[config.mk]
export PLATFORM = sky130hd
export DESIGN_NAME = tilt_complementary_filter
export DESIGN_NICKNAME = d
export VERILOG_FILES = /design/src/tcf_pkg.sv /design/src/tcf_datapath.sv /design/src/tcf_ctrl.sv /design/src/tilt_complementary_filter.sv
export SDC_FILE = /design/constraint.sdc
export NUM_CORES = 2
export LEC_CHECK = 0
export BUFFER_PORTS_ARGS = -buffer_cell sky130_fd_sc_hd__buf_2
export CORE_ASPECT_RATIO = 0.7
export CORE_UTILIZATION = 30
export DETAILED_ROUTE_END_ITERATION = 8
export PLACE_DENSITY_LB_ADDON = 0.08
export SLEW_MARGIN = 10
export SYNTH_ARGS = -nofsm -noshare
export SYNTH_HDL_FRONTEND = slang
export SYNTH_SLANG_ARGS = --single-unit
export TNS_END_PERCENT = 5
[constraint.sdc]
create_clock -name aclk -period 10.6 [get_ports aclk]
set_input_delay 1.06 -clock aclk [delete_from_list [all_inputs] [get_ports aclk]]
set_output_delay 1.06 -clock aclk [all_outputs]
set_load 0.005 [all_outputs]
[src/tcf_pkg.sv]
// Shared types, constants and the arctangent table of the tilt complementary filter.
`default_nettype none

package tcf_pkg;

    localparam int CORDIC_STEPS_DEF    = 16;
    localparam int ANGLE_FRAC_BITS_DEF = 7;

    localparam int SAMPLE_W   = 16;
    localparam int S_TDATA_W  = 3 * SAMPLE_W;
    localparam int M_TDATA_W  = 2 * SAMPLE_W;

    // Configuration port
    localparam int CFG_ADDR_W = 2;
    localparam int CFG_DATA_W = 32;

    localparam logic [CFG_ADDR_W-1:0] CFG_BLEND_WEIGHT   = 2'd0;
    localparam logic [CFG_ADDR_W-1:0] CFG_GYRO_STEP_GAIN = 2'd1;
    localparam logic [CFG_ADDR_W-1:0] CFG_ACCEL_Y_OFFSET = 2'd2;
    localparam logic [CFG_ADDR_W-1:0] CFG_ACCEL_Z_OFFSET = 2'd3;

    localparam logic [15:0] BLEND_WEIGHT_RST   = 16'd58982;
    localparam logic [31:0] GYRO_STEP_GAIN_RST = 32'd655348;

    // CORDIC datapath widths; angles carried in 2^-16 degree
    localparam int CORDIC_W    = 28;
    localparam int ANG_W       = 28;
    localparam int ATAN_W      = 22;
    localparam int ATAN_TAB_LEN = 24;
    localparam int TAB_IDX_W   = 5;
    localparam int DEG_90      = 5898240;
    localparam int DEG_180     = 11796480;

    // Shared multiplier: 17-bit signed by 33-bit signed
    localparam int MUL_A_W = 17;
    localparam int MUL_B_W = 33;
    localparam int PROD_W  = MUL_A_W + MUL_B_W;

    typedef struct packed {
        logic                 load;
        logic                 init;
        logic                 pred;
        logic                 rot;
        logic                 acc;
        logic                 diff;
        logic                 mul_lo;
        logic                 mul_hi;
        logic                 fin;
        logic [TAB_IDX_W-1:0] step;
    } cmd_t;

    // atan(2^-i) in 2^-16 degree, rounded
    function automatic logic [ATAN_W-1:0] atan_lut(input logic [TAB_IDX_W-1:0] idx);
        logic [ATAN_W-1:0] v;
        case (idx)
            5'd0:    v = 22'd2949120;
            5'd1:    v = 22'd1740967;
            5'd2:    v = 22'd919879;
            5'd3:    v = 22'd466945;
            5'd4:    v = 22'd234379;
            5'd5:    v = 22'd117304;
            5'd6:    v = 22'd58666;
            5'd7:    v = 22'd29335;
            5'd8:    v = 22'd14668;
            5'd9:    v = 22'd7334;
            5'd10:   v = 22'd3667;
            5'd11:   v = 22'd1833;
            5'd12:   v = 22'd917;
            5'd13:   v = 22'd458;
            5'd14:   v = 22'd229;
            5'd15:   v = 22'd115;
            5'd16:   v = 22'd57;
            5'd17:   v = 22'd29;
            5'd18:   v = 22'd14;
            5'd19:   v = 22'd7;
            5'd20:   v = 22'd4;
            5'd21:   v = 22'd2;
            5'd22:   v = 22'd1;
            default: v = 22'd0;
        endcase
        return v;
    endfunction

endpackage

`default_nettype wire

[src/tcf_datapath.sv]
// Datapath of the tilt complementary filter: config registers, CORDIC, multiplier, blend.
`default_nettype none

module tcf_datapath #(
    parameter int ANGLE_FRAC_BITS = tcf_pkg::ANGLE_FRAC_BITS_DEF
) (
    input  wire logic                                aclk,
    input  wire logic                                aresetn,
    input  wire tcf_pkg::cmd_t                       cmd,
    input  wire logic signed [tcf_pkg::SAMPLE_W-1:0] accel_y,
    input  wire logic signed [tcf_pkg::SAMPLE_W-1:0] accel_z,
    input  wire logic signed [tcf_pkg::SAMPLE_W-1:0] gyro_x,
    input  wire logic                                cfg_wr_en,
    input  wire logic [tcf_pkg::CFG_ADDR_W-1:0]      cfg_addr,
    input  wire logic [tcf_pkg::CFG_DATA_W-1:0]      cfg_wdata,
    output logic signed [tcf_pkg::SAMPLE_W-1:0]      fused_angle,
    output logic signed [tcf_pkg::SAMPLE_W-1:0]      accel_angle
);

    localparam int CW     = tcf_pkg::CORDIC_W;
    localparam int ZW     = tcf_pkg::ANG_W;
    localparam int PROD_W = tcf_pkg::PROD_W;
    localparam int PRED_W = ANGLE_FRAC_BITS + 34;
    localparam int HI_W   = PRED_W - 16;
    localparam int INC_W  = PROD_W + ANGLE_FRAC_BITS;
    localparam int R_W    = PROD_W - 16;
    localparam int DROP   = 16 - ANGLE_FRAC_BITS;

    localparam logic signed [ZW-1:0]    DEG90_Z  = ZW'(tcf_pkg::DEG_90);
    localparam logic signed [ZW-1:0]    DEG180_P = ZW'(tcf_pkg::DEG_180);
    localparam logic signed [ZW-1:0]    DEG180_N = ZW'(-tcf_pkg::DEG_180);
    localparam logic signed [ZW-1:0]    T_RND    = ZW'(1 << (DROP - 1));
    localparam logic signed [ZW-1:0]    T_MAX    = ZW'(32767);
    localparam logic signed [ZW-1:0]    T_MIN    = ZW'(-32768);
    localparam logic signed [INC_W-1:0] INC_RND  = INC_W'(32768);
    localparam logic signed [R_W-1:0]   F_MAX    = R_W'(32767);
    localparam logic signed [R_W-1:0]   F_MIN    = R_W'(-32768);

    // Configuration and filter state
    logic [15:0]        blend_weight_reg;
    logic [31:0]        gyro_gain_reg;
    logic [15:0]        y_offset_reg;
    logic [15:0]        z_offset_reg;
    logic signed [15:0] angle_est_reg;

    // Working registers
    logic signed [15:0]       ay_reg, az_reg, gx_reg;
    logic                     swap_reg, zero_reg;
    logic signed [CW-1:0]     cx_reg, cy_reg;
    logic signed [ZW-1:0]     cz_reg;
    logic signed [PROD_W-1:0] prod_reg;
    logic signed [PRED_W-1:0] pred_reg;
    logic signed [15:0]       acc_reg;
    logic [16:0]              lo_rnd_reg;
    logic signed [15:0]       fused_out_reg, accel_out_reg;

    // Next values
    logic signed [15:0]       ay_next, az_next;
    logic                     swap_next, zero_next;
    logic signed [15:0]       op_a, op_b;
    logic signed [CW-1:0]     x_scl, y_scl;
    logic signed [CW-1:0]     cx_init_next, cy_init_next;
    logic signed [ZW-1:0]     cz_init_next;
    logic signed [CW-1:0]     dx, dy;
    logic                     rot_neg;
    logic signed [ZW-1:0]     tab_ext;
    logic signed [CW-1:0]     cx_rot_next, cy_rot_next;
    logic signed [ZW-1:0]     cz_rot_next;
    logic signed [INC_W-1:0]  inc_full, inc_rnd;
    logic signed [PRED_W-1:0] est_ext, pred_next, diff_next, acc_shift;
    logic signed [ZW-1:0]     z_eff, t_ang, t_rnd, t_sh;
    logic signed [15:0]       acc_next;
    logic [32:0]              lo_sum;
    logic [16:0]              lo_rnd_next;
    logic signed [PROD_W-1:0] fin_sum;
    logic signed [R_W-1:0]    fin_r, acc_r, fused_raw;
    logic signed [15:0]       fused_next;
    logic signed [tcf_pkg::MUL_A_W-1:0] mul_a;
    logic signed [tcf_pkg::MUL_B_W-1:0] mul_b;
    logic signed [PROD_W-1:0]           mul_p;

    // Offsets wrap at 16 bits
    assign ay_next = accel_y + signed'(y_offset_reg);
    assign az_next = accel_z + signed'(z_offset_reg);

    // CORDIC preset: pick operand order, scale by 256, fold left half-plane
    always_comb begin
        swap_next = !(!ay_reg[15] && (ay_reg != 16'sd0));
        op_a      = swap_next ? az_reg : ay_reg;
        op_b      = swap_next ? ay_reg : az_reg;
        zero_next = (op_a == 16'sd0) && (op_b == 16'sd0);
        x_scl     = {{(CW-24){op_b[15]}}, op_b, 8'd0};
        y_scl     = {{(CW-24){op_a[15]}}, op_a, 8'd0};
        if (op_b[15]) begin
            cx_init_next = -x_scl;
            cy_init_next = -y_scl;
            cz_init_next = op_a[15] ? DEG180_N : DEG180_P;
        end else begin
            cx_init_next = x_scl;
            cy_init_next = y_scl;
            cz_init_next = '0;
        end
    end

    // One vectoring step per cycle
    always_comb begin
        dx      = cy_reg >>> cmd.step;
        dy      = cx_reg >>> cmd.step;
        rot_neg = !cy_reg[CW-1] && (cy_reg != '0);
        tab_ext = $signed({{(ZW-tcf_pkg::ATAN_W){1'b0}}, tcf_pkg::atan_lut(cmd.step)});
        if (rot_neg) begin
            cx_rot_next = cx_reg + dx;
            cy_rot_next = cy_reg - dy;
            cz_rot_next = cz_reg + tab_ext;
        end else begin
            cx_rot_next = cx_reg - dx;
            cy_rot_next = cy_reg + dy;
            cz_rot_next = cz_reg - tab_ext;
        end
    end

    // Gyro prediction: round the scaled increment, add the stored angle
    always_comb begin
        inc_full  = $signed({prod_reg, {ANGLE_FRAC_BITS{1'b0}}});
        inc_rnd   = inc_full + INC_RND;
        est_ext   = $signed({{(PRED_W-32){angle_est_reg[15]}}, angle_est_reg, 16'd0});
        pred_next = est_ext + $signed(inc_rnd[INC_W-1:16]);
        acc_shift = $signed({{(PRED_W-32){acc_reg[15]}}, acc_reg, 16'd0});
        diff_next = pred_reg - acc_shift;
    end

    // Accelerometer tilt: undo the swap, round to output scale, saturate
    always_comb begin
        z_eff = zero_reg ? '0 : cz_reg;
        t_ang = swap_reg ? (DEG90_Z - z_eff) : z_eff;
        t_rnd = t_ang + T_RND;
        t_sh  = t_rnd >>> DROP;
        if (t_sh > T_MAX) begin
            acc_next = 16'sh7FFF;
        end else if (t_sh < T_MIN) begin
            acc_next = -16'sh8000;
        end else begin
            acc_next = t_sh[15:0];
        end
    end

    // Shared multiplier: gyro gain, then alpha times the low and high halves of the difference
    always_comb begin
        if (cmd.init) begin
            mul_a = {gx_reg[15], gx_reg};
            mul_b = {1'b0, gyro_gain_reg};
        end else begin
            mul_a = {1'b0, blend_weight_reg};
            if (cmd.mul_hi) begin
                mul_b = {{(tcf_pkg::MUL_B_W-HI_W){pred_reg[PRED_W-1]}}, pred_reg[PRED_W-1:16]};
            end else begin
                mul_b = {{(tcf_pkg::MUL_B_W-16){1'b0}}, pred_reg[15:0]};
            end
        end
    end

    assign mul_p = mul_a * mul_b;

    // Blend: fused = acc + round(alpha * (pred - acc * 2^16) / 2^32)
    always_comb begin
        lo_sum      = {1'b0, prod_reg[31:0]} + 33'h0_8000_0000;
        lo_rnd_next = lo_sum[32:16];
        fin_sum     = prod_reg + $signed({{(PROD_W-17){1'b0}}, lo_rnd_reg});
        fin_r       = $signed(fin_sum[PROD_W-1:16]);
        acc_r       = $signed({{(R_W-16){acc_reg[15]}}, acc_reg});
        fused_raw   = fin_r + acc_r;
        if (fused_raw > F_MAX) begin
            fused_next = 16'sh7FFF;
        end else if (fused_raw < F_MIN) begin
            fused_next = -16'sh8000;
        end else begin
            fused_next = fused_raw[15:0];
        end
    end

    always_ff @(posedge aclk) begin
        if (!aresetn) begin
            blend_weight_reg <= tcf_pkg::BLEND_WEIGHT_RST;
            gyro_gain_reg    <= tcf_pkg::GYRO_STEP_GAIN_RST;
            y_offset_reg     <= '0;
            z_offset_reg     <= '0;
            angle_est_reg    <= '0;
        end else begin
            if (cfg_wr_en) begin
                case (cfg_addr)
                    tcf_pkg::CFG_BLEND_WEIGHT:   blend_weight_reg <= cfg_wdata[15:0];
                    tcf_pkg::CFG_GYRO_STEP_GAIN: gyro_gain_reg    <= cfg_wdata[31:0];
                    tcf_pkg::CFG_ACCEL_Y_OFFSET: y_offset_reg     <= cfg_wdata[15:0];
                    tcf_pkg::CFG_ACCEL_Z_OFFSET: z_offset_reg     <= cfg_wdata[15:0];
                    default: ;
                endcase
            end
            if (cmd.fin) begin
                angle_est_reg <= fused_next;
            end
        end
    end

    always_ff @(posedge aclk) begin
        if (cmd.load) begin
            ay_reg <= ay_next;
            az_reg <= az_next;
            gx_reg <= gyro_x;
        end
        if (cmd.init) begin
            swap_reg <= swap_next;
            zero_reg <= zero_next;
            cx_reg   <= cx_init_next;
            cy_reg   <= cy_init_next;
            cz_reg   <= cz_init_next;
        end
        if (cmd.rot) begin
            cx_reg <= cx_rot_next;
            cy_reg <= cy_rot_next;
            cz_reg <= cz_rot_next;
        end
        if (cmd.init || cmd.mul_lo || cmd.mul_hi) begin
            prod_reg <= mul_p;
        end
        if (cmd.pred) begin
            pred_reg <= pred_next;
        end
        if (cmd.diff) begin
            pred_reg <= diff_next;
        end
        if (cmd.acc) begin
            acc_reg <= acc_next;
        end
        if (cmd.mul_hi) begin
            lo_rnd_reg <= lo_rnd_next;
        end
        if (cmd.fin) begin
            fused_out_reg <= fused_next;
            accel_out_reg <= acc_reg;
        end
    end

    assign fused_angle = fused_out_reg;
    assign accel_angle = accel_out_reg;

endmodule

`default_nettype wire

[src/tcf_ctrl.sv]
// Controller of the tilt complementary filter: sequences the datapath and owns the handshakes.
`default_nettype none

module tcf_ctrl #(
    parameter int CORDIC_STEPS = tcf_pkg::CORDIC_STEPS_DEF
) (
    input  wire logic    aclk,
    input  wire logic    aresetn,
    input  wire logic    s_tvalid,
    output logic         s_tready,
    output logic         m_tvalid,
    input  wire logic    m_tready,
    output tcf_pkg::cmd_t cmd
);

    localparam int NSTEPS = (CORDIC_STEPS < tcf_pkg::ATAN_TAB_LEN) ?
                            CORDIC_STEPS : tcf_pkg::ATAN_TAB_LEN;
    localparam int STEP_W = $clog2(NSTEPS);
    localparam logic [STEP_W-1:0] LAST_STEP = STEP_W'(NSTEPS - 1);

    typedef enum logic [3:0] {
        S_IDLE,
        S_INIT,
        S_PRED,
        S_ROT,
        S_ACC,
        S_DIFF,
        S_MLO,
        S_MHI,
        S_FIN
    } state_t;

    state_t            state_reg, state_next;
    logic [STEP_W-1:0] cnt_reg, cnt_next;
    logic              s_tready_reg, s_tready_next;
    logic              m_tvalid_reg, m_tvalid_next;

    always_comb begin
        state_next    = state_reg;
        cnt_next      = cnt_reg;
        m_tvalid_next = m_tvalid_reg && !m_tready;
        cmd           = '0;
        cmd.step      = tcf_pkg::TAB_IDX_W'(cnt_reg);
        case (state_reg)
            S_IDLE: begin
                if (s_tvalid && s_tready_reg) begin
                    cmd.load   = 1'b1;
                    state_next = S_INIT;
                end
            end
            S_INIT: begin
                cmd.init   = 1'b1;
                state_next = S_PRED;
            end
            S_PRED: begin
                cmd.pred   = 1'b1;
                state_next = S_ROT;
            end
            S_ROT: begin
                cmd.rot = 1'b1;
                if (cnt_reg == LAST_STEP) begin
                    cnt_next   = '0;
                    state_next = S_ACC;
                end else begin
                    cnt_next = cnt_reg + 1'b1;
                end
            end
            S_ACC: begin
                cmd.acc    = 1'b1;
                state_next = S_DIFF;
            end
            S_DIFF: begin
                cmd.diff   = 1'b1;
                state_next = S_MLO;
            end
            S_MLO: begin
                cmd.mul_lo = 1'b1;
                state_next = S_MHI;
            end
            S_MHI: begin
                cmd.mul_hi = 1'b1;
                state_next = S_FIN;
            end
            S_FIN: begin
                // hold until the output register is free
                if (!m_tvalid_reg || m_tready) begin
                    cmd.fin       = 1'b1;
                    m_tvalid_next = 1'b1;
                    state_next    = S_IDLE;
                end
            end
            default: begin
                state_next = S_IDLE;
            end
        endcase
        s_tready_next = (state_next == S_IDLE);
    end

    always_ff @(posedge aclk) begin
        if (!aresetn) begin
            state_reg    <= S_IDLE;
            cnt_reg      <= '0;
            s_tready_reg <= 1'b1;
            m_tvalid_reg <= 1'b0;
        end else begin
            state_reg    <= state_next;
            cnt_reg      <= cnt_next;
            s_tready_reg <= s_tready_next;
            m_tvalid_reg <= m_tvalid_next;
        end
    end

    assign s_tready = s_tready_reg;
    assign m_tvalid = m_tvalid_reg;

endmodule

`default_nettype wire

[src/tilt_complementary_filter.sv]
// Top level of the tilt complementary filter: controller plus datapath.
//
// Usage:
//   Input stream s_*: one transfer per sample set (accel Y, accel Z, gyro X).
//   Output stream m_*: one transfer per sample set (fused angle, accel angle),
//   both signed, in 1/2^ANGLE_FRAC_BITS degree.
//   Configuration: cfg_wr_en writes cfg_wdata into register cfg_addr
//   (0 blend weight, 1 gyro step gain, 2 accel Y offset, 3 accel Z offset);
//   write only while no sample is in flight.
// Sequencing (N = CORDIC_STEPS, capped at 24):
//   after the input transfer a sample passes INIT, PRED, N ROT steps, ACC,
//   DIFF, MLO, MHI and FIN, which sets m_tvalid; no new sample is taken before
//   that. The iterative CORDIC dominates, one vectoring step per cycle,
//   followed by two passes through the shared 17x33 multiplier for the blend.
// Reset: aresetn (synchronous, active low) restores the register defaults,
//   clears the stored angle and empties the output register.
// Backpressure: a finished result sits in the output register until m_tready;
//   the next sample is still accepted meanwhile, and its computation waits in
//   the final step only if the previous result has not yet been taken.
`default_nettype none

module tilt_complementary_filter #(
    parameter int CORDIC_STEPS    = tcf_pkg::CORDIC_STEPS_DEF,
    parameter int ANGLE_FRAC_BITS = tcf_pkg::ANGLE_FRAC_BITS_DEF
) (
    input  wire logic                             aclk,
    input  wire logic                             aresetn,
    // input stream
    input  wire logic                             s_tvalid,
    output logic                                  s_tready,
    input  wire logic [tcf_pkg::S_TDATA_W-1:0]    s_tdata,   // accel_y, accel_z, gyro_x
    // result stream
    output logic                                  m_tvalid,
    input  wire logic                             m_tready,
    output logic [tcf_pkg::M_TDATA_W-1:0]         m_tdata,   // fused_angle, accel_angle
    // configuration writes
    input  wire logic                             cfg_wr_en,
    input  wire logic [tcf_pkg::CFG_ADDR_W-1:0]   cfg_addr,
    input  wire logic [tcf_pkg::CFG_DATA_W-1:0]   cfg_wdata
);

    tcf_pkg::cmd_t                      cmd;
    logic signed [tcf_pkg::SAMPLE_W-1:0] fused_angle;
    logic signed [tcf_pkg::SAMPLE_W-1:0] accel_angle;

    // sequence the sample through the datapath
    tcf_ctrl #(
        .CORDIC_STEPS (CORDIC_STEPS)
    ) u_ctrl (
        .aclk     (aclk),
        .aresetn  (aresetn),
        .s_tvalid (s_tvalid),
        .s_tready (s_tready),
        .m_tvalid (m_tvalid),
        .m_tready (m_tready),
        .cmd      (cmd)
    );

    // unpack the sample set, lowest field first
    tcf_datapath #(
        .ANGLE_FRAC_BITS (ANGLE_FRAC_BITS)
    ) u_datapath (
        .aclk        (aclk),
        .aresetn     (aresetn),
        .cmd         (cmd),
        .accel_y     (s_tdata[15:0]),
        .accel_z     (s_tdata[31:16]),
        .gyro_x      (s_tdata[47:32]),
        .cfg_wr_en   (cfg_wr_en),
        .cfg_addr    (cfg_addr),
        .cfg_wdata   (cfg_wdata),
        .fused_angle (fused_angle),
        .accel_angle (accel_angle)
    );

    // pack the result, fused angle in the low half
    assign m_tdata = {accel_angle, fused_angle};

endmodule

`default_nettype wire

# == Yosys cells after proc, flatten, opt, wreduce, memory -nomap -nowiden ==
# Memories as Yosys holds them, arrays and structs flattened. A register that Yosys moved wholly into a read port is not among the register bits.
# Index checks and enable logic that the tools add are counted.
# totals
reg_bits,396
romBits,704
input_bits,87
output_inout_bits,34
wordCells,133
memories,1
# memory_table
name,depth,word_bits,rd,rd_clocked_by_memory_dff,write_ports,line_no,rtl
(name not given),32,22,1,1,0,tcf_pkg.sv:55,case (idx)
# op_classes
addsub,19
mul,1
n_lt_le_gt_ge,4
n_eq_ne,12
shift,2
muxes,45
reduce_logical,26
# ops
op,n
$mux 28,15
$mux 41,2
$mux 16,5
$mux 33,2
$add 57x17->57 const B,1
$add 28x28->28,2
$neg 24->28,2
$sshr 28x4->28,2
$sub 28x28->28,2
$add 50x18->50,1
$mul 17x33->50,1
$add 32x41->41,1
$sub 41x32->41,1
$pmux 4 s9,1
$add 34x16->34,1
$gt 34x16->1 const B,1
$lt 34x16->1 const B,1
$add 32x32->33 const B,1
$add 16x16->16,2
$logic_not 16->1,2
$add 28x10->28 const B,1
$add 28x23->28,1
$reduce_bool 28->1,1
$sub 24x28->28 const A,1
other kinds (22),59

# == Depth between registers and ports, before layout ==
# logic_depth
depth_word,7
mapped_depth,35
depth_no_buf,31

# == Modules after synthesis ==
# From an unflattened synthesis, not the netlist that was laid out.
# unflattened
cells_unflattened,5867
area_unflattened_um2,51979.9
# by_module_without_submodules
mod,instances,cells_each,area_each_um2,seq_area_each_um2
tcf_datapath,1,5805,51433.1,10630.2
tcf_ctrl,1,62,546.8,200.2

# == Worst setup path before layout ==
# Ideal clock, no wire load.
# synth_path
kind,register -> register
from,reg u_ctrl.state_reg[0]
to,"reg u_datapath.prod_reg[47], data pin"
setup_ps,274
arrival_ps,8667
required_time_ps,10326
path_slack_ps,1659
path_stages_with_launch,30
path_buffers,5
period_less_slack_ps,8941
cell_sequence,dfxtp_1 -> clkbuf_1 -> nand2b_1 -> clkbuf_1 -> nor2_1 -> clkbuf_1 -> clkbuf_1 -> a22o_1 -> clkbuf_1 -> nand2_1 -> fa_1 -> fa_1 -> fa_1 -> inv_1 -> fa_1 -> fa_1 -> inv_1 -> fa_1 -> inv_1 -> ha_1 -> nor2b_1 -> nand2_1 -> a211oi_1 -> o211ai_1 -> a2111oi_0 -> o41ai_1 -> nand2b_1 -> a21oi_1 -> o41ai_1 -> xor2_1
# synth_between
elab_chain_cells,5
word_cells_on_any_way,8
classes_between,mul: 1; eq/ne: 2; mux: 5
# synth_lines
element,line_no,rtl
start: declaration,tcf_ctrl.sv:33,"state_t state_reg, state_next;"
start signal: assignment,tcf_ctrl.sv:106,state_reg <= state_next;
$eq 4x3->1,tcf_ctrl.sv:44,case (state_reg)
$mux 1,tcf_ctrl.sv:44,
$mux 33,tcf_datapath.sv:154,if (cmd.mul_hi) begin
$mux 33,tcf_datapath.sv:149,if (cmd.init) begin
$mul 17x33->50 (*),tcf_datapath.sv:162,assign mul_p = mul_a * mul_b;
net u_datapath.mul_p[47],tcf_datapath.sv:80,logic signed [PROD_W-1:0] mul_p;
end signal: assignment,tcf_datapath.sv:223,prod_reg <= mul_p;
end: declaration,tcf_datapath.sv:51,logic signed [PROD_W-1:0] prod_reg;
# Mark *: on every way through the listed nets, which the timed path passes. The rest lies on a longest branch.
# A chain may end at the register's enable or synchronous reset.

# == Worst setup path in the final report ==
# layout_path
from,reg u_ctrl.state_reg[0]
to,"reg u_datapath.prod_reg[44], data pin"
# The elaborated chain is that of the path after synthesis.

==> out/summary.txt <==
Clk buf depth: 3
WL per Instance: 22.57 um
CP Data Required Time: 11020 ps
DP Worst Slack: 525.7 ps
Worst setup path start: u_ctrl.state_reg[0]
Post-synth cell types: 87
Critical path arrival: 10200 ps
Primary FF master, synth: edfxtp_1
Max Clk Rate: 102.3 MHz
Drt initial violations: 3609
CP max stage cell: fa_1
Yosys reg bits: 418
ANT nets after route: 0
Congestion Overflow GR: 0
Setup Skew: 64.79 ps
Sequential area share after synthesis: 22.04%
Mapped Area: 51130 um^2
Hpwl dp: 147.8 mm
CP max stage delay: 560 ps
Clk root buf: clkbuf_16
Clock sink count: 418
Global-route wire length before repair: 270.2 mm
Avg Inst Size Synth: 8.906 um^2
Ys async rst share: 0%
Num CTS Buffers: 54
Final min period: 9780 ps
Reg-to-reg startpoint: u_ctrl.state_reg[0]
Routed WL: 181.6 mm
Die W: 495.4 um
Layout cells sized above 1: 8.183%
R2R Setup Slk: 820 ps
Clock transition at path regs: 60 ps
H-tree depth: 2
Layout overhead on the synthesized area: 10.14%
Final Hold Fails: 0
Slew HR: 20.16%
Clock Latency Late Sink: 690 ps
CORE AREA: 168800 um^2
Mapped Cells: 5741
Fin nets: 6730
Post-synth EDFFs: 290
Largest net degree at the start of global routing: 113
Critical path class: reg2reg
Slew @ Worst Pin: 1192 ps
Via count: 40.99k
Maxcap violations: 0
Drt first pass iters: 5
CTS tree: built
Final worst slack: 820.1 ps
Max reg flops: 50
RSZ-0062 raised after global routing: no
Die ar.: 172100 um^2
Die Span Y: 347.4 um
Fillers: 17.76k
Initial antenna violation count: 8
Hold Crit Start: u_datapath.z_offset_reg[8]
Syn_nets: 6712
Crit-path most repeated cell: fa_1
# DRC: 0
Setup TNS: 0 ps
Port-buffer cells: 120
Yosys Warn Count: 0
Cells resized by post-CTS repair: 0
Total global routing track utilization: 20.99%
FP Rows: 126
Critical path peak fanout: 112
I/O pins: 121
Routed vias/inst: 5.093
Number of global-route vias before repair: 39.80k
Fin util: 33.35%
Outcome: finished, final reports clean
Slew Limit Fails: 0
Crit path capture type: register
Startpoint types: register
Final setup vio count: 0
GPL Wtd Cong: 0.8876
Hold crit path type: reg2reg
Initial Util: 30.28%
Period utilization: 92.26%
[worst max-delay path, delay by kind of cell, from the launching register on]
kind | cells | cell delay, ps
AO/OA/AOI/OAI | 10 | 2850
XOR/XNOR | 1 | 150
adder cells (fa/ha/maj) | 7 | 3610
buffers and inverters | 5 | 830
flip-flops | 1 | 530
AND/OR/NAND/NOR | 6 | 1350
[kinds of logic (layout without fill, tap and decap cells)]
family | after synthesis | after routing | synth area share, %
other | 0 | 3 | 0
DFF | 418 | 418 | 22.04
AOI/OAI and AO/OA | 1057 | 1057 | 13.16
muxes | 192 | 192 | 5.293
and+or+nand+nor | 1876 | 1876 | 16.11
xor gates and xnor gates | 412 | 412 | 7.094
buffers and inverters | 902 | 966 | 6.686
adders and majority gates | 884 | 884 | 29.62
[per-stage QoR]
| stage | instance area [um^2] | std cells | hold slack [ps] |
|---|---|---|---|
| floorplan | 51130 | 5741 | 424.4 |
| global placement | 54290 | 7938 | 459.9 |
| detailed placement | 54290 | 7938 | 465.4 |
| CTS | 56260 | 8040 | 474.3 |
| global route | 56310 | 8045 | 489.0 |
| finish | 56310 | 8048 | 472.0 |
[layout make-up]
| class | instances | area, um^2 | share of cell area [%] |
|---|---|---|---|
| diodes | 3 | 7.507 | 0.01333 |
| clock buffers | 64 | 1463 | 2.597 |
| clock inverters | 38 | 506.7 | 0.8999 |
| inverters | 671 | 2519 | 4.473 |
| multi-input cells | 4421 | 36560 | 64.92 |
| flip-flops and latches | 418 | 11280 | 20.03 |
| well taps | 2240 | 2803 | 4.977 |
| repair buffers | 193 | 1176 | 2.089 |
[layer usage]
layer,global-route usage (%),up-vias,part of all wire (%)
li1,-,19340,-
met3,3.606,107,7.1
met4,2.851,2,1.2
met5,0,-,0.0094
met2,25.38,1181,35
met1,36.81,20360,57
[final timing paths]
path                                      to  depth (start not counted)
hold / removal    u_datapath.z_offset_reg[8]                          2
setup / recovery     u_datapath.prod_reg[44]                         29
hold reg to reg   u_datapath.z_offset_reg[8]                          2
setup reg to reg     u_datapath.prod_reg[44]                         29
[cells in the mapped netlist, drive strengths merged (30+ instances only)]
library cell  instances  area share, %
nor2b                44           0.54
a21o                102            1.5
dfxtp               128            5.0
nand4                30           0.40
a31oi                41           0.50
and3                 45           0.55
o21ai               231            2.3
clkbuf              196            1.4
inv                 669            4.9
nand3               113            1.1
mux2                 37           0.81
nand2b               44           0.54
xnor2               251            4.3
nor3                 84           0.82
buf                  35           0.32
mux2i                96            1.9
ha                  340            8.3
a21oi               325            3.2
a21boi               79            1.2
mux4                 59            2.6
nand2               763            5.6
xor2                161            2.8
edfxtp              290             17
nor2                592            4.4
and2                 33           0.40
fa                  544             21
o21bai               43           0.63
o21a                 52           0.78
[cells in the final DEF (no fill, tap or decap), drive strengths merged, types with 13 or more instances in the layout]
master  instances
a211oi         17
a21boi         79
a21o          102
a21oi         325
a31oi          41
and2           33
and3           45
buf           193
clkbuf         64
clkinv         18
dfxtp         128
edfxtp        290
fa            544
ha            340
inv           676
mux2           37
mux2i          96
mux4           59
nand2         763
nand2b         44
nand3         113
nand4          30
nor2          592
nor2b          44
nor3           84
nor4           25
o211ai         13
o21a           52
o21ai         231
o21bai         43
o221a          15
o31ai          26
or2            27
or3            27
xnor2         251
xor2          161
[what timing repair did]
item	in CTS	in global routing
buffers inserted	0	5
endpoints found under the setup margin	0	1
hold buffers	0	0
Power is not shown: default switching activity piles up to over one toggle a cycle in this logic, so the estimate is an artifact.
